## src/itoa_pkg.sv

```systemverilog
// ----------------------------------------------------------------------------
// itoa_pkg
// types, constants and helpers shared by the integer to ascii converter
// ----------------------------------------------------------------------------
package itoa_pkg;

  localparam int VALUE_W         = 64;
  localparam int DIGIT_W         = 4;
  localparam int DEC_DIGITS      = 20;
  localparam int BCD_W           = DEC_DIGITS * DIGIT_W;
  localparam int DIGIT_IDX_W     = 5;
  localparam int CONV_CNT_W      = 6;
  localparam int QUEUE_DEPTH_DEF = 2;

  localparam logic [1:0] MODE_SDEC    = 2'd0;
  localparam logic [1:0] MODE_UDEC32  = 2'd1;
  localparam logic [1:0] MODE_HEX_LO  = 2'd2;
  localparam logic [1:0] MODE_HEX_UP  = 2'd3;

  localparam logic [7:0] CH_ZERO  = 8'h30;
  localparam logic [7:0] CH_NINE  = 8'h39;
  localparam logic [7:0] CH_MINUS = 8'h2D;
  localparam logic [7:0] CH_LA    = 8'h61;
  localparam logic [7:0] CH_LF    = 8'h66;
  localparam logic [7:0] CH_UA    = 8'h41;
  localparam logic [7:0] CH_UF    = 8'h46;

  typedef struct packed {
    logic [VALUE_W-1:0] value;
    logic [1:0]         mode;
  } in_t;

  typedef struct packed {
    logic [7:0] character;
    logic       last;
  } out_t;

  typedef struct packed {
    logic [VALUE_W-1:0] mag;
    logic               neg;
    logic               hex;
    logic               upper;
  } job_t;

  typedef enum logic [2:0] {
    B_IDLE,
    B_CONV,
    B_FIND,
    B_SIGN,
    B_EMIT
  } back_state_t;

  // ascii for one digit, hex letters in the chosen case
  function automatic logic [7:0] digit_char(input logic [DIGIT_W-1:0] d, input logic upper);
    logic [7:0] base;
    base = upper ? CH_UA : CH_LA;
    if (d < 4'd10) begin
      digit_char = CH_ZERO + {4'b0000, d};
    end else begin
      digit_char = base + {4'b0000, d} - 8'd10;
    end
  endfunction

  // shift-add-3 correction on every bcd digit
  function automatic logic [BCD_W-1:0] bcd_fix(input logic [BCD_W-1:0] bcd);
    logic [BCD_W-1:0] res;
    res = bcd;
    for (int i = 0; i < DEC_DIGITS; i++) begin
      if (bcd[i*DIGIT_W +: DIGIT_W] >= 4'd5) begin
        res[i*DIGIT_W +: DIGIT_W] = bcd[i*DIGIT_W +: DIGIT_W] + 4'd3;
      end
    end
    bcd_fix = res;
  endfunction

endpackage

```

## src/itoa_queue.sv

```systemverilog
// ----------------------------------------------------------------------------
// itoa_queue
// small fifo of classified jobs between the front and back parts
// ----------------------------------------------------------------------------
module itoa_queue #(
  parameter int DEPTH = itoa_pkg::QUEUE_DEPTH_DEF
) (
  input  logic          clk,
  input  logic          rst_n,
  input  logic          push_valid,
  output logic          push_ready,
  input  itoa_pkg::job_t push_data,
  output logic          pop_valid,
  input  logic          pop_ready,
  output itoa_pkg::job_t pop_data
);
  import itoa_pkg::*;

  localparam int PTR_W = (DEPTH > 1) ? $clog2(DEPTH) : 1;
  localparam int CNT_W = $clog2(DEPTH + 1);

  job_t             mem [DEPTH];
  logic [PTR_W-1:0] wr_ptr_r, wr_ptr_nxt;
  logic [PTR_W-1:0] rd_ptr_r, rd_ptr_nxt;
  logic [CNT_W-1:0] count_r, count_nxt;
  logic             do_push, do_pop;

  assign push_ready = (count_r != CNT_W'(DEPTH));
  assign pop_valid  = (count_r != '0);
  assign pop_data   = mem[rd_ptr_r];
  assign do_push    = push_valid && push_ready;
  assign do_pop     = pop_valid && pop_ready;

  always_comb begin
    wr_ptr_nxt = wr_ptr_r;
    rd_ptr_nxt = rd_ptr_r;
    count_nxt  = count_r;
    if (do_push) begin
      wr_ptr_nxt = (wr_ptr_r == PTR_W'(DEPTH - 1)) ? '0 : wr_ptr_r + 1'b1;
    end
    if (do_pop) begin
      rd_ptr_nxt = (rd_ptr_r == PTR_W'(DEPTH - 1)) ? '0 : rd_ptr_r + 1'b1;
    end
    if (do_push && !do_pop) begin
      count_nxt = count_r + 1'b1;
    end else if (do_pop && !do_push) begin
      count_nxt = count_r - 1'b1;
    end
  end

  always_ff @(posedge clk) begin
    if (!rst_n) begin
      wr_ptr_r <= '0;
      rd_ptr_r <= '0;
      count_r  <= '0;
    end else begin
      wr_ptr_r <= wr_ptr_nxt;
      rd_ptr_r <= rd_ptr_nxt;
      count_r  <= count_nxt;
    end
  end

  always_ff @(posedge clk) begin
    if (do_push) begin
      mem[wr_ptr_r] <= push_data;
    end
  end

endmodule

```

## src/itoa_front.sv

```systemverilog
// ----------------------------------------------------------------------------
// itoa_front
// accepts input beats and turns value and mode into a magnitude job
// ----------------------------------------------------------------------------
module itoa_front (
  input  logic           in_valid,
  output logic           in_ready,
  input  itoa_pkg::in_t  in_data,
  output logic           push_valid,
  input  logic           push_ready,
  output itoa_pkg::job_t push_data
);
  import itoa_pkg::*;

  logic sign_bit;

  assign in_ready   = push_ready;
  assign push_valid = in_valid;
  assign sign_bit   = in_data.value[VALUE_W-1];

  always_comb begin
    push_data.mag   = in_data.value;
    push_data.neg   = 1'b0;
    push_data.hex   = 1'b0;
    push_data.upper = 1'b0;
    unique case (in_data.mode)
      MODE_SDEC: begin
        // unsigned negate, so the most negative value stays exact
        if (sign_bit) begin
          push_data.mag = ~in_data.value + 1'b1;
          push_data.neg = 1'b1;
        end
      end
      MODE_UDEC32: begin
        push_data.mag = {{(VALUE_W-32){1'b0}}, in_data.value[31:0]};
      end
      MODE_HEX_LO: begin
        push_data.hex = 1'b1;
      end
      MODE_HEX_UP: begin
        push_data.hex   = 1'b1;
        push_data.upper = 1'b1;
      end
      default: begin
        push_data.hex = 1'b1;
      end
    endcase
  end

endmodule

```

## src/itoa_back.sv

```systemverilog
// ----------------------------------------------------------------------------
// itoa_back
// shift-add-3 decimal conversion and msd-first character output
// ----------------------------------------------------------------------------
module itoa_back (
  input  logic           clk,
  input  logic           rst_n,
  input  logic           pop_valid,
  output logic           pop_ready,
  input  itoa_pkg::job_t pop_data,
  output logic           out_valid,
  input  logic           out_ready,
  output itoa_pkg::out_t out_data
);
  import itoa_pkg::*;

  back_state_t            state_r, state_nxt;
  logic [VALUE_W-1:0]     bin_r, bin_nxt;
  logic [BCD_W-1:0]       bcd_r, bcd_nxt;
  logic [BCD_W-1:0]       bcd_fixed;
  logic [CONV_CNT_W-1:0]  cnt_r, cnt_nxt;
  logic [DIGIT_IDX_W-1:0] idx_r, idx_nxt;
  logic [DIGIT_IDX_W-1:0] lead;
  logic                   neg_r, neg_nxt;
  logic                   upper_r, upper_nxt;
  logic                   out_valid_r, out_valid_nxt;
  out_t                   out_data_r, out_data_nxt;
  logic                   load_ok;
  logic [DIGIT_W-1:0]     cur_digit;

  assign out_valid = out_valid_r;
  assign out_data  = out_data_r;
  assign pop_ready = (state_r == B_IDLE);
  assign load_ok   = !out_valid_r || out_ready;
  assign bcd_fixed = bcd_fix(bcd_r);
  assign cur_digit = bcd_r[{idx_r, 2'b00} +: DIGIT_W];

  // highest nonzero digit, zero value keeps index 0
  always_comb begin
    lead = '0;
    for (int i = 0; i < DEC_DIGITS; i++) begin
      if (bcd_r[i*DIGIT_W +: DIGIT_W] != '0) begin
        lead = DIGIT_IDX_W'(i);
      end
    end
  end

  always_comb begin
    state_nxt     = state_r;
    bin_nxt       = bin_r;
    bcd_nxt       = bcd_r;
    cnt_nxt       = cnt_r;
    idx_nxt       = idx_r;
    neg_nxt       = neg_r;
    upper_nxt     = upper_r;
    out_data_nxt  = out_data_r;
    out_valid_nxt = out_valid_r && !out_ready;
    unique case (state_r)
      B_IDLE: begin
        if (pop_valid) begin
          neg_nxt   = pop_data.neg;
          upper_nxt = pop_data.upper;
          if (pop_data.hex) begin
            bcd_nxt   = {{(BCD_W-VALUE_W){1'b0}}, pop_data.mag};
            state_nxt = B_FIND;
          end else begin
            bin_nxt   = pop_data.mag;
            bcd_nxt   = '0;
            cnt_nxt   = '0;
            state_nxt = B_CONV;
          end
        end
      end
      B_CONV: begin
        bcd_nxt = {bcd_fixed[BCD_W-2:0], bin_r[VALUE_W-1]};
        bin_nxt = {bin_r[VALUE_W-2:0], 1'b0};
        cnt_nxt = cnt_r + 1'b1;
        if (cnt_r == '1) begin
          state_nxt = B_FIND;
        end
      end
      B_FIND: begin
        idx_nxt   = lead;
        state_nxt = neg_r ? B_SIGN : B_EMIT;
      end
      B_SIGN: begin
        if (load_ok) begin
          out_valid_nxt          = 1'b1;
          out_data_nxt.character = CH_MINUS;
          out_data_nxt.last      = 1'b0;
          state_nxt              = B_EMIT;
        end
      end
      B_EMIT: begin
        if (load_ok) begin
          out_valid_nxt          = 1'b1;
          out_data_nxt.character = digit_char(cur_digit, upper_r);
          out_data_nxt.last      = (idx_r == '0);
          if (idx_r == '0) begin
            state_nxt = B_IDLE;
          end else begin
            idx_nxt = idx_r - 1'b1;
          end
        end
      end
      default: begin
        state_nxt = B_IDLE;
      end
    endcase
  end

  always_ff @(posedge clk) begin
    if (!rst_n) begin
      state_r     <= B_IDLE;
      out_valid_r <= 1'b0;
    end else begin
      state_r     <= state_nxt;
      out_valid_r <= out_valid_nxt;
    end
  end

  always_ff @(posedge clk) begin
    bin_r      <= bin_nxt;
    bcd_r      <= bcd_nxt;
    cnt_r      <= cnt_nxt;
    idx_r      <= idx_nxt;
    neg_r      <= neg_nxt;
    upper_r    <= upper_nxt;
    out_data_r <= out_data_nxt;
  end

endmodule

```

## src/integer_to_ascii_converter_unit.sv

```systemverilog
// ----------------------------------------------------------------------------
// integer_to_ascii_converter_unit
// 64-bit value to ascii text, one character per output beat
// ----------------------------------------------------------------------------
// Each input beat yields its text most significant digit first, no leading
// zeros, last set on the final character. Decimal modes run one load, 64
// shift-add-3 steps of the bcd conversion unit and one leading-digit search;
// hex modes run one load and the same search. Both then emit one character per
// cycle while the output is taken, the minus sign included. The conversion
// unit handles one number at a time, so it sets the rate; a job queue of
// QUEUE_DEPTH entries lets the input side keep taking beats while it works,
// and an output register holds each character until it is taken.
module integer_to_ascii_converter_unit #(
  parameter int QUEUE_DEPTH = itoa_pkg::QUEUE_DEPTH_DEF
) (
  input  logic           clk,
  input  logic           rst_n,
  input  logic           in_valid,
  output logic           in_ready,
  input  itoa_pkg::in_t  in_data,
  output logic           out_valid,
  input  logic           out_ready,
  output itoa_pkg::out_t out_data
);
  import itoa_pkg::*;

  logic push_valid, push_ready;
  logic pop_valid, pop_ready;
  job_t push_data, pop_data;

  itoa_front u_front (
    .in_valid   (in_valid),
    .in_ready   (in_ready),
    .in_data    (in_data),
    .push_valid (push_valid),
    .push_ready (push_ready),
    .push_data  (push_data)
  );

  itoa_queue #(
    .DEPTH (QUEUE_DEPTH)
  ) u_queue (
    .clk        (clk),
    .rst_n      (rst_n),
    .push_valid (push_valid),
    .push_ready (push_ready),
    .push_data  (push_data),
    .pop_valid  (pop_valid),
    .pop_ready  (pop_ready),
    .pop_data   (pop_data)
  );

  itoa_back u_back (
    .clk       (clk),
    .rst_n     (rst_n),
    .pop_valid (pop_valid),
    .pop_ready (pop_ready),
    .pop_data  (pop_data),
    .out_valid (out_valid),
    .out_ready (out_ready),
    .out_data  (out_data)
  );

endmodule

```

## config.mk

```make
export PLATFORM = sky130hd
export DESIGN_NAME = integer_to_ascii_converter_unit
export DESIGN_NICKNAME = d
export VERILOG_FILES = /design/src/itoa_pkg.sv /design/src/itoa_queue.sv /design/src/itoa_front.sv /design/src/itoa_back.sv /design/src/integer_to_ascii_converter_unit.sv
export SDC_FILE = /design/constraint.sdc
export NUM_CORES = 1
export LEC_CHECK = 0
export BUFFER_PORTS_ARGS = -buffer_cell sky130_fd_sc_hd__buf_2
export CAP_MARGIN = 15
export CORE_MARGIN = 1.5
export CORE_UTILIZATION = 38
export CTS_CLUSTER_DIAMETER = 120
export CTS_CLUSTER_SIZE = 25
export DETAILED_ROUTE_END_ITERATION = 6
export PLACE_DENSITY = 0.55
export SKIP_LAST_GASP = 1
export SYNTH_ARGS = -nofsm -noshare
export SYNTH_HDL_FRONTEND = slang
export SYNTH_HIERARCHICAL = 1
export SYNTH_SLANG_ARGS = --single-unit
```

## constraint.sdc

```tcl
create_clock -name clk -period 7.48 [get_ports clk]
set_input_delay 1.122 -clock clk [delete_from_list [all_inputs] [get_ports clk]]
set_output_delay 1.122 -clock clk [all_outputs]
set_load 0.02 [all_outputs]
```

==> results.json, run 1 <==
{
  "critPathArrivalTime_ns": 3.34,
  "antenna_found_initial": 1,
  "drv_cap": 0,
  "gp_congestion": 0.8213,
  "drtIter0Drc": 1019,
  "p_per_area_mw_per_mm2": 382.7,
  "grt_first_pass_wirelength_mm": 64.03,
  "ys_ff_latch": 308,
  "reg2regPathDepth": 5,
  "synth_cells": 1562,
  "num-fill-cells": 4242,
  "cp_top_family": "buffers and inverters",
  "start_util": 0.3861,
  "area_growth_pct": 7.807,
  "relSlewSlack": 0.2295,
  "synth-edff-count": 299,
  "place.port_buffers": 79,
  "crit_path_end_kind": "flop",
  "layout-drive-gt1-share": 0.1463,
  "status": "finished, final reports clean",
  "synthDistinctLibCells": 79,
  "fp.dieW_um": 215.4,
  "final_max_slew_viol_count": 0,
  "synth_area_mm2": 0.01715,
  "htreeDepth": 1,
  "hold_viol": 0,
  "die_y_um": 215.4,
  "cpMaxStageDelayCell": "buf_4",
  "crit_top_cell": "buf_4",
  "clk_pin_slew_ns": 0.10,
  "grt_max_degree": 96,
  "tightest_slew_ns": 1.156,
  "via_count": 11687,
  "overflow": 0,
  "min_from": "u_back/bin_r[0]",
  "grt_pass1_vias": 11119,
  "fmax_ghz": 0.3134,
  "grt_util_all_layers": 0.1741,
  "fin_tns_setup_ns": 0,
  "n_antenna_cell": 0,
  "fin_crit_sh": 0.4266,
  "hold_path_end": "u_back/bin_r[1]",
  "crit_path_cell_trace": "nor2_1 > nand2_4 > buf_4 > a22oi_2 > buf_4",
  "route.detailed.drc": 0,
  "p_leak_uw": 0.006685,
  "clk_path_buf_depth": 3,
  "ir_drop_mv": 0.3131,
  "numCtsBuffers": 16,
  "num_io_pins": 81,
  "reg2reg_from": "u_back/state_r[1]",
  "finClkSkew_ns": 0.02168,
  "critPathBufInv": 2,
  "seq_area_frac_synth": 0.5341,
  "rows": 77,
  "crit_path_start": "u_back/state_r[1]",
  "post_cts_resized": 0,
  "synth_fp_nets": 1679,
  "hold_path.class": "reg -> reg",
  "wl_mm": 40.75,
  "r2r_end": "u_back/bin_r[40]",
  "syn_avg_cell_area_um2": 10.98,
  "nets": 1712,
  "postCtsHoldBufs": 0,
  "critPathMaxStageDelay_ns": 0.71,
  "drtPass1Iterations": 5,
  "core_area_mm2": 0.04441,
  "drtAntennaViolNets": 0,
  "vias_per_cell": 5.334,
  "final_cell_mix": "edfxtp_1, nand2_1, nor2_1",
  "critPathKind": "reg -> reg",
  "critPathMaxFanout": 82,
  "dominantRegCellSynth": "edfxtp_1",
  "r2r_slack_ns": 4.29,
  "setup_viol": 0,
  "root_buffer": "clkbuf_16",
  "place_hpwl_mm": 28.75,
  "wl_per_cell_um": 18.60,
  "clkLatencyLatePin_ns": 0.52,
  "min_period_ns": 3.191,
  "rsz0062_at_grt": "no",
  "postSynth.asyncResetShare": 0,
  "cts_tree": "yes",
  "ys_warn_count": 6,
  "mostFrequentLayoutCell": "edfxtp_1",
  "whs_path_depth": 2,
  "cp-start-kind": "flop",
  "worst_ep_required_time_ns": 7.63,
  "die_area_mm2": 0.04641,
  "cts_sinks": 308,
  "whs_ns": 0.5049,
  "postCtsSetupRepairBufs": 0
}
cell type report:
cell class | instances | area (µm²) | share of cell area
timing repair buffer | 93 | 500.5 | 0.02707
clock buffer | 21 | 440.4 | 0.02382
inverter | 49 | 183.9 | 0.009949
tap | 592 | 740.7 | 0.04007
multi-input combinational | 1127 | 7442 | 0.4025
sequential | 308 | 9160 | 0.4955
clock inverter | 1 | 20.02 | 0.001083
sequential cells by signal (all words and copies together) (netlist names), named ones only:
| signal | count |
|---|---|
| u_back/bin_r | 64 |
| u_queue/mem | 134 |
| u_back/out_data | 8 |
| u_back/neg_r | 1 |
| u_back/bcd_r | 80 |
| u_back/out_valid | 1 |
| u_back/idx_r | 5 |
| u_queue/count_r | 2 |
| u_back/cnt_r | 6 |
| u_back/upper_r | 1 |
| u_queue/wr_ptr_r | 1 |
| u_back/state_r | 3 |
| u_queue/rd_ptr_r | 1 |
cells in the mapped netlist (all sizes together), types with 5 or more instances:
master	number	area share
edfxtp	299	0.52
nand2	261	0.057
o21ai	101	0.029
nor2	98	0.022
a21oi	95	0.028
nand3	74	0.022
mux2	69	0.045
inv	49	0.011
clkbuf	47	0.010
ha	47	0.034
nand2b	47	0.018
xnor2	40	0.020
xor2	39	0.020
buf	31	0.012
nor3	24	0.0073
mux2i	23	0.013
nor3b	22	0.0096
o31ai	20	0.0088
nor4	19	0.013
mux4	16	0.021
a31oi	13	0.0047
and2	12	0.0044
and3	9	0.0033
dfxtp	9	0.011
o211ai	9	0.0039
a211oi	7	0.0031
nand4	7	0.0038
nor2b	7	0.0026
or3	7	0.0028
a2111o	6	0.0039
nand3b	6	0.0026
o22ai	5	0.0018
worst register-to-register path: stages, from the launching register on:
cell and delay (ns):
dfxtp_1 0.40, nor2_1 0.27, nand2_4 0.30, buf_4 0.50, a22oi_2 0.51, buf_4 0.72
through the flow:
stage | cells | instance area, µm² | util | total power [µW] | setup slack, ns
after floorplan | 1562 | 17150 | - | 5366 | 2.037
after global placement | 2169 | 18030 | 0.4059 | 6088 | 3.933
after detailed placement | 2169 | 18030 | 0.4059 | 6141 | 3.870
after CTS | 2191 | 18490 | 0.4163 | 7143 | 4.282
after global routing | 2191 | 18490 | 0.4163 | 7616 | 4.003
final | 2191 | 18490 | 0.4163 | 7075 | 4.289
metal layers:
layer | part of all wire | up-vias | global-route usage | routed length [µm]
li1 | - | 5736 | - | -
met1 | 0.49 | 5683 | 0.2592 | 19990
met2 | 0.45 | 223 | 0.2697 | 18170
met3 | 0.042 | 45 | 0.01959 | 1699
met4 | 0.022 | 0 | 0.04476 | 889
met5 | 0 | - | 0 | 0
kinds of logic after synthesis:
group	Yosys count	share of synthesized area
simple gates	608	0.1769
buf+inv	127	0.03327
other cells	1	0.0002187
fa+ha+maj	47	0.03429
mux	108	0.08018
compound gates	284	0.1008
flops	308	0.5341
xor+xnor	79	0.04035
how the worst max path moves through the flow:
stage                    endpoint  depth (start not counted)
5_1_grt          u_back/bcd_r[60]                          6
4_1_cts          u_back/bin_r[47]                          5
3_3_place_gp   u_queue/mem[0][39]                          6
2_1_floorplan     u_back/bin_r[0]                          5
3_5_place_dp   u_queue/mem[0][39]                          6
6_report         u_back/bin_r[40]                          5
power breakdown:
| group | switching (µW) | internal, µW | total [µW] |
|---|---|---|---|
| logic | 1770 | 1020 | 2790 |
| clock network | 554 | 425 | 979 |
| registers | 461 | 2850 | 3310 |
Power figures use the tool's default switching activity.
==> inputs of run 2 (changes only) <==
--- a/config.mk
+++ b/config.mk
@@ -5,6 +5,7 @@
 export SDC_FILE = /design/constraint.sdc
 export NUM_CORES = 1
 export LEC_CHECK = 0
+export ABC_AREA = 1
 export BUFFER_PORTS_ARGS = -buffer_cell sky130_fd_sc_hd__buf_2
 export CAP_MARGIN = 15
 export CORE_MARGIN = 1.5
@@ -12,7 +13,7 @@
 export CTS_CLUSTER_DIAMETER = 120
 export CTS_CLUSTER_SIZE = 25
 export DETAILED_ROUTE_END_ITERATION = 6
-export PLACE_DENSITY = 0.55
+export PLACE_DENSITY = 0.57
 export SKIP_LAST_GASP = 1
 export SYNTH_ARGS = -nofsm -noshare
 export SYNTH_HDL_FRONTEND = slang
==> constraint.sdc (replaced) <==
create_clock -name clk -period 2.65 [get_ports clk]
set_input_delay 0.3975 -clock clk [delete_from_list [all_inputs] [get_ports clk]]
set_output_delay 0.3975 -clock clk [all_outputs]
set_load 0.02 [all_outputs]
==> run 2 against run 1 <==
  * Via count increased by 10%
  * Sequential share of layout area decreased by 1.6 points
  * Sequential power increased to 2.7 times the previous value
  * Final area increased by 3.5%
  * Synthesized cell count increased by 22%
  * Cell count increased by 17%
  * Non-clock buffer count increased by 19
  * Critical path type unchanged
  * Highest routed layer unchanged
==> results.json, run 2 <==
{
  "status": "finished, final reports clean",
  "clk_pin_slew_ns": 0.10,
  "largest_register_ffs": 134,
  "grt_pass1_vias": 12418,
  "min_period_ns": 2.432,
  "fp.dieW_um": 217.4,
  "cts_sinks": 308,
  "hold_viol": 0,
  "die_y_um": 217.4,
  "synth_top_cell_by_area": "edfxtp_1",
  "hold_path.class": "in -> reg",
  "area_growth_pct": 9.537,
  "wl_per_cell_um": 16.37,
  "worst_ep_required_time_ns": 2.94,
  "num_io_pins": 81,
  "syn_avg_cell_area_um2": 9.176,
  "synth_fp_nets": 2020,
  "netlist.area_leader.share": 0.5142,
  "reg2regPathDepth": 10,
  "via_count": 12880,
  "layout-drive-gt1-share": 0.1217,
  "critPathKind": "reg -> reg",
  "seq_area_frac_synth": 0.5245,
  "regMostFlops": "u_queue/mem",
  "hold_path_end": "u_queue/mem[1][3]",
  "crit_path_start": "u_back/idx_r[0]",
  "mostFrequentLayoutCell": "nand2_1",
  "cts_tree": "yes",
  "grt_util_all_layers": 0.1773,
  "r2r_end": "u_back/out_data[3]",
  "die_area_mm2": 0.04725,
  "antenna_found_initial": 0,
  "r2r_slack_ns": 0.22,
  "final_cell_mix": "nand2_1, edfxtp_1, nor2_1",
  "grt_max_degree": 81,
  "fin_ws_ns": 0.2176,
  "route.detailed.drc": 0,
  "ys_top_cells_by_count": "nand2_1, edfxtp_1, nor2_1",
  "place_hpwl_mm": 31.37,
  "postCtsHoldBufs": 0,
  "gp_congestion": 0.8706,
  "ys_ff_latch": 308,
  "finClkSkew_ns": 0.03946,
  "reg2reg_from": "u_back/idx_r[0]",
  "start_util": 0.3848,
  "whs_path_depth": 1,
  "synth-edff-count": 299,
  "dominantRegCellSynth": "edfxtp_1",
  "htreeDepth": 1,
  "grt_first_pass_wirelength_mm": 67.30,
  "drtPass1Iterations": 5,
  "critPathArrivalTime_ns": 2.72,
  "synthDistinctLibCells": 51,
  "drv_cap": 0,
  "clkLatencyLatePin_ns": 0.53,
  "fin_util": 0.4215,
  "cp-start-kind": "flop",
  "fmax_ghz": 0.4111,
  "ys_warn_count": 6,
  "core_area_mm2": 0.04538,
  "crit_path_end_kind": "flop",
  "wl_mm": 42.11,
  "drtAntennaViolNets": 0,
  "root_buffer": "clkbuf_16",
  "synthMostInstantiatedCell": "nand2_1",
  "clk_path_buf_depth": 3,
  "postSynth.asyncResetShare": 0,
  "synth_cells": 1903,
  "numCtsBuffers": 16,
  "rows": 78,
  "relSlewSlack": 0.4723,
  "synth.area.top_cells": "edfxtp_1, nand2_1, o21ai_0",
  "drtIter0Drc": 876,
  "min_from": "in_data[2]",
  "rsz0062_at_grt": "no",
  "tightest_slew_ns": 0.7916,
  "n_antenna_cell": 0,
  "place.port_buffers": 79,
  "critPathMaxFanout": 36,
  "fin_crit_sh": 0.9179,
  "nets": 2083,
  "p_leak_uw": 0.007626,
  "synth_area_mm2": 0.01746,
  "vias_per_cell": 5.008,
  "top_regs": "u_queue/mem: 134 flops, u_back/bcd_r: 80 flops, u_back/bin_r: 64 flops",
  "ir_drop_mv": 0.9794,
  "overflow": 0,
  "final_max_slew_viol_count": 0,
  "preCtsSetupSlack_ns": 0.2263,
  "p_per_area_mw_per_mm2": 1043,
  "setup_viol": 0
}
==> run 2: how the worst max path moves through the flow <==
stage                                     to  slack, ns  cells after the start
after floorplan            u_queue/mem[0][0]      -0.10                      3
after global placement    u_back/out_data[3]       0.28                     10
after detailed placement  u_back/out_data[2]       0.23                      8
after CTS                 u_back/out_data[2]       0.19                      8
after global routing      u_back/out_data[3]       0.08                     10
final                     u_back/out_data[3]       0.22                     10
==> run 2: cell families (layout without fill, tap and decap cells) <==
logic type / count (synthesis) / count (layout) / synth area share
adder cells (fa/ha/maj): 47 / 47 / 0.03368
buffers and inverters: 290 / 359 / 0.06943
flip-flops: 308 / 308 / 0.5245
AO/OA/AOI/OAI: 354 / 354 / 0.1122
other: 1 / 1 / 0.0002148
multiplexers: 67 / 67 / 0.04966
AND/OR/NAND/NOR: 776 / 776 / 0.1802
XOR/XNOR: 60 / 60 / 0.03009
==> run 2: report_power, final <==
part	internal [µW]	switching (µW)
Clock	1200	1520
Combinational	2850	5460
Sequential	7910	1020
==> run 2: layer usage <==
metal | global-route usage | vias up | part of all wire
met5 | 0 | - | 0
met4 | 0.05671 | 0 | 0.028
met3 | 0.01272 | 56 | 0.033
met2 | 0.2925 | 260 | 0.46
met1 | 0.2484 | 6044 | 0.48
li1 | - | 6520 | -
==> run 2: cell type report <==
cell class                      count  area, µm²
Clock buffer                       22      444.2
Fill cell                        4454      26250
Multi-Input combinational cell   1305       7119
Clock inverter                      2      23.77
Inverter                          223      845.8
Tap cell                          600      750.7
Sequential cell                   308       9163
Timing Repair Buffer              112      780.7
==> run 2: through the flow <==
step	hold slack, ns	total power, µW	instance area (µm²)	setup TNS (ns)	std cells
final	0.09918	19960	19130	0	2572
after floorplan	0.4669	14760	17480	-13.66	1903
after detailed placement	0.4953	17350	18660	0	2548
after CTS	0.07886	20140	19130	0	2572
after global placement	0.4767	17120	18660	0	2548
after global routing	0.08262	21520	19130	0	2572
==> run 2: what timing repair did <==
| action | in CTS | in global routing |
|---|---|---|
| endpoints found under the setup margin | 0 | 2 |
| gates resized for setup | 0 | 1 |
| buffers inserted | 0 | 0 |
==> run 2: critical path, cell delays in order (launching register included) <==
cell	delay, ns
edfxtp_1	0.45
buf_12	0.19
inv_6	0.18
o21ai_1	0.08
o221ai_1	0.21
o311ai_1	0.15
a32oi_1	0.37
ha_1	0.29
nand2_1	0.08
a21oi_1	0.13
nand2_1	0.06
